`config.mk`:
```
export PLATFORM = sky130hd
export DESIGN_NAME = roller_video_fetch_and_pixel_unit
export DESIGN_NICKNAME = d
export VERILOG_FILES = /design/src/rtl/core/rvfp_pkg.sv /design/src/rtl/core/roller_video_fetch_and_pixel_unit.sv
export SDC_FILE = /design/constraint.sdc
export NUM_CORES = 1
export LEC_CHECK = 0
export ABC_AREA = 1
export BUFFER_PORTS_ARGS = -buffer_cell sky130_fd_sc_hd__buf_2
export CAP_MARGIN = 20
export CORE_MARGIN = 3
export CORE_UTILIZATION = 30
export CTS_CLUSTER_SIZE = 28
export DETAILED_ROUTE_END_ITERATION = 10
export PLACE_DENSITY = 0.54
export SLEW_MARGIN = 20
export SYNTH_ARGS = -nofsm -noshare
export SYNTH_HDL_FRONTEND = slang
export SYNTH_SLANG_ARGS = --single-unit
```
`constraint.sdc`:
```
create_clock -name clk -period 6.16 [get_ports clk]
set_input_delay 0.308 -clock clk [delete_from_list [all_inputs] [get_ports clk]]
set_output_delay 0.308 -clock clk [all_outputs]
set_load 0.02 [all_outputs]
```
`src/rtl/core/rvfp_pkg.sv`:
```
`timescale 1ns / 1ps

package rvfp_pkg;

	// Input item actions.
	localparam logic [2:0] ACT_PORT_WRITE = 3'd0;
	localparam logic [2:0] ACT_LINE_REQ   = 3'd1;
	localparam logic [2:0] ACT_COLUMN_REQ = 3'd2;
	localparam logic [2:0] ACT_PIXEL_BYTE = 3'd3;
	localparam logic [2:0] ACT_TICK       = 3'd4;

	// I/O port numbers.
	localparam logic [7:0] PORT_BASE   = 8'hF5;
	localparam logic [7:0] PORT_ORIGIN = 8'hF6;
	localparam logic [7:0] PORT_MODE   = 8'hF7;

	// Mode register bits.
	localparam int MODE_ENABLE_BIT = 6;
	localparam int MODE_INVERT_BIT = 7;

	// Configuration register indexes.
	localparam logic CFG_REFRESH_PERIOD = 1'b0;
	localparam logic CFG_DISPLAY_ENABLE = 1'b1;

	localparam logic [15:0] REFRESH_PERIOD_RST = 16'd75;

	localparam int ADDR_W = 18;

	typedef struct packed {
		logic [2:0]  action;
		logic [7:0]  port_number;
		logic [7:0]  port_value;
		logic [7:0]  line_number;
		logic [15:0] roller_word;
		logic [6:0]  column_number;
		logic [7:0]  pixel_byte;
	} req_t;

	typedef struct packed {
		logic [ADDR_W-1:0] fetch_address;
		logic [7:0]        pixel_bits;
		logic              blank;
		logic              redraw;
	} rsp_t;

endpackage

```
`src/rtl/core/roller_video_fetch_and_pixel_unit.sv`:
```
`timescale 1ns / 1ps
// An accepted item waits in the input register, then passes into the result register.
// Throughput: one item per cycle; the input register and the result register
// hand over in the same cycle, so only a stalled result holds the input side.
// Reset (arst_n low, asynchronous): both stages empty, table base, scroll origin,
// mode and tick count cleared, refresh period 75, display enabled.

module roller_video_fetch_and_pixel_unit #(
	parameter int COLUMNS = 90,
	parameter int LINES   = 256
) (
	input  logic            clk,
	input  logic            arst_n,
	input  logic            req_valid,
	output logic            req_stall,
	input  rvfp_pkg::req_t  req,
	output logic            rsp_valid,
	input  logic            rsp_stall,
	output rvfp_pkg::rsp_t  rsp,
	input  logic            cfg_we,
	input  logic            cfg_index,
	input  logic [15:0]     cfg_data
);

	localparam logic [8:0] LINE_LIMIT = 9'(LINES);
	localparam logic [7:0] COL_LIMIT  = 8'(COLUMNS);

	logic            valid_s1;
	rvfp_pkg::req_t  req_s1;
	logic            rsp_valid_q;
	rvfp_pkg::rsp_t  rsp_q;

	logic [15:0] refresh_period_q;
	logic        display_enable_q;
	logic [7:0]  table_base_q;
	logic [7:0]  scroll_origin_q;
	logic [7:0]  mode_q;
	logic [15:0] tick_count_q;

	logic            advance;
	logic [7:0]      table_base_d;
	logic [7:0]      scroll_origin_d;
	logic [7:0]      mode_d;
	logic [15:0]     tick_count_d;
	logic [15:0]     tick_inc;
	logic [7:0]      line_slot;
	rvfp_pkg::rsp_t  rsp_d;

	// The input stage moves on whenever the result register is free or being taken.
	assign advance   = valid_s1 && (!rsp_valid_q || !rsp_stall);
	assign req_stall = valid_s1 && !advance;
	assign rsp_valid = rsp_valid_q;
	assign rsp       = rsp_q;

	assign tick_inc  = tick_count_q + 16'd1;
	assign line_slot = req_s1.line_number + scroll_origin_q;

	// Result and next state for the item in the input stage.
	always_comb begin
		table_base_d    = table_base_q;
		scroll_origin_d = scroll_origin_q;
		mode_d          = mode_q;
		tick_count_d    = tick_count_q;
		rsp_d           = '0;
		unique case (req_s1.action)
			rvfp_pkg::ACT_PORT_WRITE: begin
				if (req_s1.port_number == rvfp_pkg::PORT_BASE) begin
					table_base_d = req_s1.port_value;
				end else if (req_s1.port_number == rvfp_pkg::PORT_ORIGIN) begin
					scroll_origin_d = req_s1.port_value;
				end else if (req_s1.port_number == rvfp_pkg::PORT_MODE) begin
					mode_d = req_s1.port_value;
				end
			end
			rvfp_pkg::ACT_LINE_REQ: begin
				if ({1'b0, req_s1.line_number} < LINE_LIMIT) begin
					rsp_d.fetch_address = {1'b0, table_base_q, line_slot, 1'b0};
				end
			end
			rvfp_pkg::ACT_COLUMN_REQ: begin
				if ({1'b0, req_s1.column_number} < COL_LIMIT) begin
					rsp_d.fetch_address = {1'b0, req_s1.roller_word[15:3], 1'b0,
						req_s1.roller_word[2:0]}
						+ {8'd0, req_s1.column_number, 3'd0};
				end
			end
			rvfp_pkg::ACT_PIXEL_BYTE: begin
				rsp_d.pixel_bits = mode_q[rvfp_pkg::MODE_INVERT_BIT] ?
					~req_s1.pixel_byte : req_s1.pixel_byte;
			end
			rvfp_pkg::ACT_TICK: begin
				if (tick_inc >= refresh_period_q) begin
					rsp_d.redraw = 1'b1;
					tick_count_d = '0;
				end else begin
					tick_count_d = tick_inc;
				end
			end
			default: begin
			end
		endcase
		// Blank reflects the mode as it stands after this item.
		rsp_d.blank = !display_enable_q || !mode_d[rvfp_pkg::MODE_ENABLE_BIT];
	end

	// Input stage and result register control.
	always_ff @(posedge clk or negedge arst_n) begin
		if (!arst_n) begin
			valid_s1    <= 1'b0;
			rsp_valid_q <= 1'b0;
		end else begin
			if (!req_stall) begin
				valid_s1 <= req_valid;
			end
			if (advance) begin
				rsp_valid_q <= 1'b1;
			end else if (!rsp_stall) begin
				rsp_valid_q <= 1'b0;
			end
		end
	end

	// Payload registers.
	always_ff @(posedge clk) begin
		if (req_valid && !req_stall) begin
			req_s1 <= req;
		end
		if (advance) begin
			rsp_q <= rsp_d;
		end
	end

	// Unit state, updated as each item completes its transfer into the result register.
	always_ff @(posedge clk or negedge arst_n) begin
		if (!arst_n) begin
			table_base_q    <= '0;
			scroll_origin_q <= '0;
			mode_q          <= '0;
			tick_count_q    <= '0;
		end else if (advance) begin
			table_base_q    <= table_base_d;
			scroll_origin_q <= scroll_origin_d;
			mode_q          <= mode_d;
			tick_count_q    <= tick_count_d;
		end
	end

	// Configuration writes.
	always_ff @(posedge clk or negedge arst_n) begin
		if (!arst_n) begin
			refresh_period_q <= rvfp_pkg::REFRESH_PERIOD_RST;
			display_enable_q <= 1'b1;
		end else if (cfg_we) begin
			unique case (cfg_index)
				rvfp_pkg::CFG_REFRESH_PERIOD: refresh_period_q <= cfg_data;
				rvfp_pkg::CFG_DISPLAY_ENABLE: display_enable_q <= cfg_data[0];
				default: begin
				end
			endcase
		end
	end

endmodule

```
[After elaboration in Yosys (flattened, before gate mapping)]
Index checks and enable logic that the tools add are counted.
Word-level totals
  flip-flop bits (word level): 145
  logic and storage cells: 66
Operators by class
  add/subtract/negate cells: 3
  $lt $le $gt $ge: 2
  eq/ne operators: 8
  muxes and demuxes: 11
  bitwise gates (word level): 4
  reductions and logical operators: 18
Operators by type and width (count)
  one-hot mux 18 bit (2 select lines): 1
  2-to-1 mux 7 bit: 4
  equality test 8 bit, second input constant: 3
  adder 17 x 10 -> 18 bit: 1
  2-to-1 mux 18 bit: 1
  adder 16 x 1 -> 16 bit, second input constant: 1
  greater-or-equal comparator 16 bit: 1
  2-to-1 mux 16 bit: 1
  adder 8 bit: 1
  2-to-1 mux 8 bit: 1
  NOT 8 bit: 1
  < comparator 7 bit, second input constant: 1
  equality test 3 x 2 -> 1 bit, second input constant: 2
  zero test 1 bit: 6
  AND reduction 2 bit: 3
  AND reduction 5 bit: 1
  AND reduction 4 bit: 1
  equality test 3 x 1 -> 1 bit, second input constant: 1
  equality test 3 bit, second input constant: 1
  logical AND 1 bit: 3
  zero test 3 bit: 1
  2-to-1 mux 1 bit: 3
  NOT 1 bit: 3
  AND reduction 3 bit: 1
  other kinds (2): 3

[Logic depth before layout (Yosys ltp)]
  depth after elaboration: 7
  mapped depth: 14
  gate-level depth less buffers: 13

[Least setup slack after synthesis]
Ideal clock, no wire load.
  path kind: reg-to-reg
  start: register rsp_valid_q (netlist: rsp_valid)
  end: register req_s1[0] (netlist bit) (enable)
  library setup time: 0.412 ns
  arrival: 1.946 ns
  required time: 5.748 ns
  path slack: 3.802 ns
  stages on the path, launching flop included: 6
  buffers on the path: 0
  period minus slack after synthesis: 2.358 ns
  path through: dfrtp_1 nand2_1 nor2_1 inv_1 nand2_1 inv_1
On the way
  word-level cells in the longest chain between the ends: 7
Ends and longest elaborated chain
  start: declaration: RTL line roller_video_fetch_and_pixel_unit.sv:30  | logic rsp_valid_q;
  start signal: assignment: RTL line roller_video_fetch_and_pixel_unit.sv:110  | rsp_valid_q <= 1'b0;
  start signal: assignment: RTL line roller_video_fetch_and_pixel_unit.sv:116  | rsp_valid_q <= 1'b1;
  start signal: assignment: RTL line roller_video_fetch_and_pixel_unit.sv:118  | rsp_valid_q <= 1'b0;
  zero test 1 bit: RTL line roller_video_fetch_and_pixel_unit.sv:50  | assign advance = valid_s1 && (!rsp_valid_q || !rsp_stall);
  logical OR 1 bit: RTL line roller_video_fetch_and_pixel_unit.sv:50
  logical AND 1 bit: RTL line roller_video_fetch_and_pixel_unit.sv:50
  zero test 1 bit: RTL line roller_video_fetch_and_pixel_unit.sv:51  | assign req_stall = valid_s1 && !advance;
  logical AND 1 bit: RTL line roller_video_fetch_and_pixel_unit.sv:51
  net req_stall: RTL line roller_video_fetch_and_pixel_unit.sv:15  | output logic req_stall,
  zero test 1 bit: RTL line roller_video_fetch_and_pixel_unit.sv:125  | if (req_valid && !req_stall) begin
  logical AND 1 bit: RTL line roller_video_fetch_and_pixel_unit.sv:125
  end signal: assignment: RTL line roller_video_fetch_and_pixel_unit.sv:126  | req_s1 <= req;
  end: declaration: RTL line roller_video_fetch_and_pixel_unit.sv:29  | rvfp_pkg::req_t req_s1;
The timed path passes the listed nets, and every way through them passes these cells.
A chain may end at the register's enable or synchronous reset.

[Worst setup path in the final report]
  start: register tick_count_q[0]
  end: register rsp_q, in the netlist rsp[0], data pin
On the way
  word-level cells in the longest chain between the ends: 3
Ends and longest elaborated chain
  start: declaration: RTL line roller_video_fetch_and_pixel_unit.sv:38  | logic [15:0] tick_count_q;
  start signal: assignment: RTL line roller_video_fetch_and_pixel_unit.sv:144  | tick_count_q <= tick_count_d;
  adder 16 x 1 -> 16 bit: RTL line roller_video_fetch_and_pixel_unit.sv:55  | assign tick_inc = tick_count_q + 16'd1;
  greater-or-equal comparator 16 bit: RTL line roller_video_fetch_and_pixel_unit.sv:92  | if (tick_inc >= refresh_period_q) begin
  2-to-1 mux 1 bit: RTL line roller_video_fetch_and_pixel_unit.sv:92
  end signal: assignment: RTL line roller_video_fetch_and_pixel_unit.sv:129  | rsp_q <= rsp_d;
  end: declaration: RTL line roller_video_fetch_and_pixel_unit.sv:31  | rvfp_pkg::rsp_t rsp_q;
No other way between the ends.

==> impl_metrics.tcl <==
set metrics [dict create \
    status "finished clean" \
    gp_congestion 0.824 \
    diodes 0 \
    hold_violations 0 \
    synth_nets 752 \
    clkLatencyLatePin_ns 0.42 \
    drive_above_1_share_pct 25.0 \
    ant_nets 0 \
    die_area_um2 24000 \
    endpoint_kind "flop" \
    maxCapViolCount 0 \
    path_class "reg -> reg" \
    grt_max_degree 59 \
    num-fill-cells 2171 \
    synthTopCellsByCount "153 x nand2_1, 86 x edfxtp_1, 66 x inv_1" \
    synth_top_area_share_pct 38.9 \
    netlist_top_cells_area "edfxtp_1 39%, dfrtp_1 18%, nand2_1 8.6%, ha_1 5.7%, inv_1 3.7%" \
    syn_area_um2 6640 \
    cts_resized 0 \
    period_share_pct 42.5 \
    cts.sinks 139 \
    grt_pass1_wl_um 24000 \
    vias 4651 \
    relSlewSlack_pct 34.2 \
    cts_hold_buf 0 \
    hold_ws_ns 0.00551 \
    core_um2 21400 \
    post-route-drc-count 0 \
    drtIter0Drc 251 \
    skew_ns 0.00833 \
    cts_tree "done" \
    hpwl_um 10800 \
    synth-seq-cells 139 \
    synth.largest_area_cell "edfxtp_1" \
    synth_ff_type "edfxtp_1" \
    synth-async-reset-ratio_pct 38.1 \
    path_max_fanout 17 \
    grt_overflow 0 \
    clock_path_buffers 2 \
    slew_viol_final 0 \
    hp-class "in -> async" \
    numCtsBuffers 17 \
    synth_edf_count 86 \
    grt_pass1_vias 4508 \
    irDropWorstVdd_mv 0.203 \
    routed_wl_um 14800 \
    post_layout_nonfiller_instances 1047 \
    setup_viol 0 \
    track_usage_pct 12.9 \
    antenna_found_initial 0 \
    dp_cells 1015 \
    die_w_um 155 \
    num_rows 53 \
    synth.avg_cell_area_um2 10.4 \
    required_ns 6.31 \
    arrival_ns 2.76 \
    boundaryPins 110 \
    die-height_um 155 \
    timing.setup.tns_ns 0 \
    dr.pass1.iters 6 \
    post_cts_buffers 0 \
    final_nets 871 \
    cellPowerDensity_nw_per_um2 303 \
    synth.yosys.seq_area_share_pct 59.0 \
    area_growth_syn_to_layout_pct 21.7 \
    synthesis.instances 640 \
    p_leak_uw 0.00365 \
    vias_per_cell 4.44 \
    fmax_mhz 382 \
    ys_warn_count 0 \
    start_util_pct 31.1 \
    wl_per_cell_um 14.1 \
    cts_root_buf "clkbuf_16" \
    tightest_slew_ns 0.985 \
    yosysMostFrequentCell "nand2_1" \
    io_buffers 109 \
    startpoint_type "flop" \
    p_total_uw 2450 \
    clk_pin_slew_ns 0.06 \
    rsz0062_at_grt "false" \
    htree_levels 4 \
    min_period_ns 2.61 \
    netlist-cell-type-count 42 \
]
-- registers in the layout (all words and copies together), names as in the netlist --
| signal | flops |
|---|---|
| req_s1 | 58 |
| rsp | 28 |
| valid_s1 | 1 |
| table_base_q | 8 |
| rsp_valid | 1 |
| mode_q | 2 |
| display_enable_q | 1 |
| refresh_period_q | 16 |
| scroll_origin_q | 8 |
| tick_count_q | 16 |
-- kinds of logic (layout without fill, tap and decap cells) --
group           count (synthesis)  after routing  share of synthesized area, %
simple gates                  283            283                          19.2
xor+xnor                       19             19                          2.51
buf+inv                        84            216                          5.13
compound gates                 83             83                          7.91
fa+ha+maj                      32             32                          6.26
flops                         139            139                          59.0
-- area by class of cell --
type                       count  area, um^2  share of cell area (%)
sequential                   139        3920                    48.5
clock buffer                  22         474                    5.87
inverter                      72         270                    3.35
clock inverter                10         121                    1.50
multi-input combinational    417        2380                    29.5
timing repair buffer         112         568                    7.03
tap                          275         344                    4.26
-- through the flow --
step                utilization [%]  setup WS [ns]  cell area (um^2)
finish                         37.8           3.55              8080
detailed placement             35.0           3.61              7480
global placement               35.0           3.65              7480
floorplan                         -           3.80              6640
global route                   37.8           3.33              8080
CTS                            37.8           3.60              8080
-- cell usage in the layout (no fill, tap or decap), types with 5 or more instances in the layout --
cell type,instances
a21oi_1,35
buf_2,109
clkbuf_16,17
dfrtp_1,48
dfstp_2,5
edfxtp_1,86
ha_1,30
inv_1,65
inv_2,6
nand2_1,153
nand2_2,5
nand3_1,25
nand3_2,5
nand4_1,21
nor2_1,53
nor2_2,7
o21ai_0,11
o21ai_2,17
xnor2_1,14
xor2_1,5
-- per-layer routing --
metal	GRT usage (%)	wire, um	vias up	share of wire, %
met5	0	0	-	0
met3	3.61	714	11	4.8
li1	-	-	2397	-
met1	18.4	7400	2137	50
met4	3.91	180	0	1.2
met2	18.9	6460	106	44
-- final timing paths --
path                                                   from                               to  cells past startpoint  slack [ns]
worst max-delay path            tick_count_q[0]$_DFFE_PN0P_             rsp[0]$_SDFFCE_PN0P_                     11        3.55
worst min-delay path                                 arst_n  refresh_period_q[8]$_DFFE_PN0P_                      2       0.006
worst max register to register  tick_count_q[0]$_DFFE_PN0P_             rsp[0]$_SDFFCE_PN0P_                     11        3.55
worst min register to register  table_base_q[6]$_DFFE_PN0P_      table_base_q[6]$_DFFE_PN0P_                      2        0.48
max in group asynchronous                            arst_n            mode_q[6]$_DFFE_PN0P_                      2        5.68
min in group clk                                     req[8]              req_s1[8]$_DFFE_PP_                      1        0.06
-- report_power, final --
part	internal (uW)	switching, uW	leakage (uW)
clock network	662	374	0.000296
logic	100	188	0.00185
registers	1080	39.9	0.00151
total	1840	602	0.00365
-- critical path, stage by stage, from the launching register on --
cell     delay (ns)
dfrtp_1        0.46
ha_1           0.24
nand3_2        0.14
nor2_2         0.19
nand4_1        0.10
nand2_1        0.09
inv_2          0.04
ha_1           0.26
nand2_1        0.11
o21ai_0        0.15
a21oi_4        0.43
a21oi_1        0.13
Power figures use the tool's default switching activity.
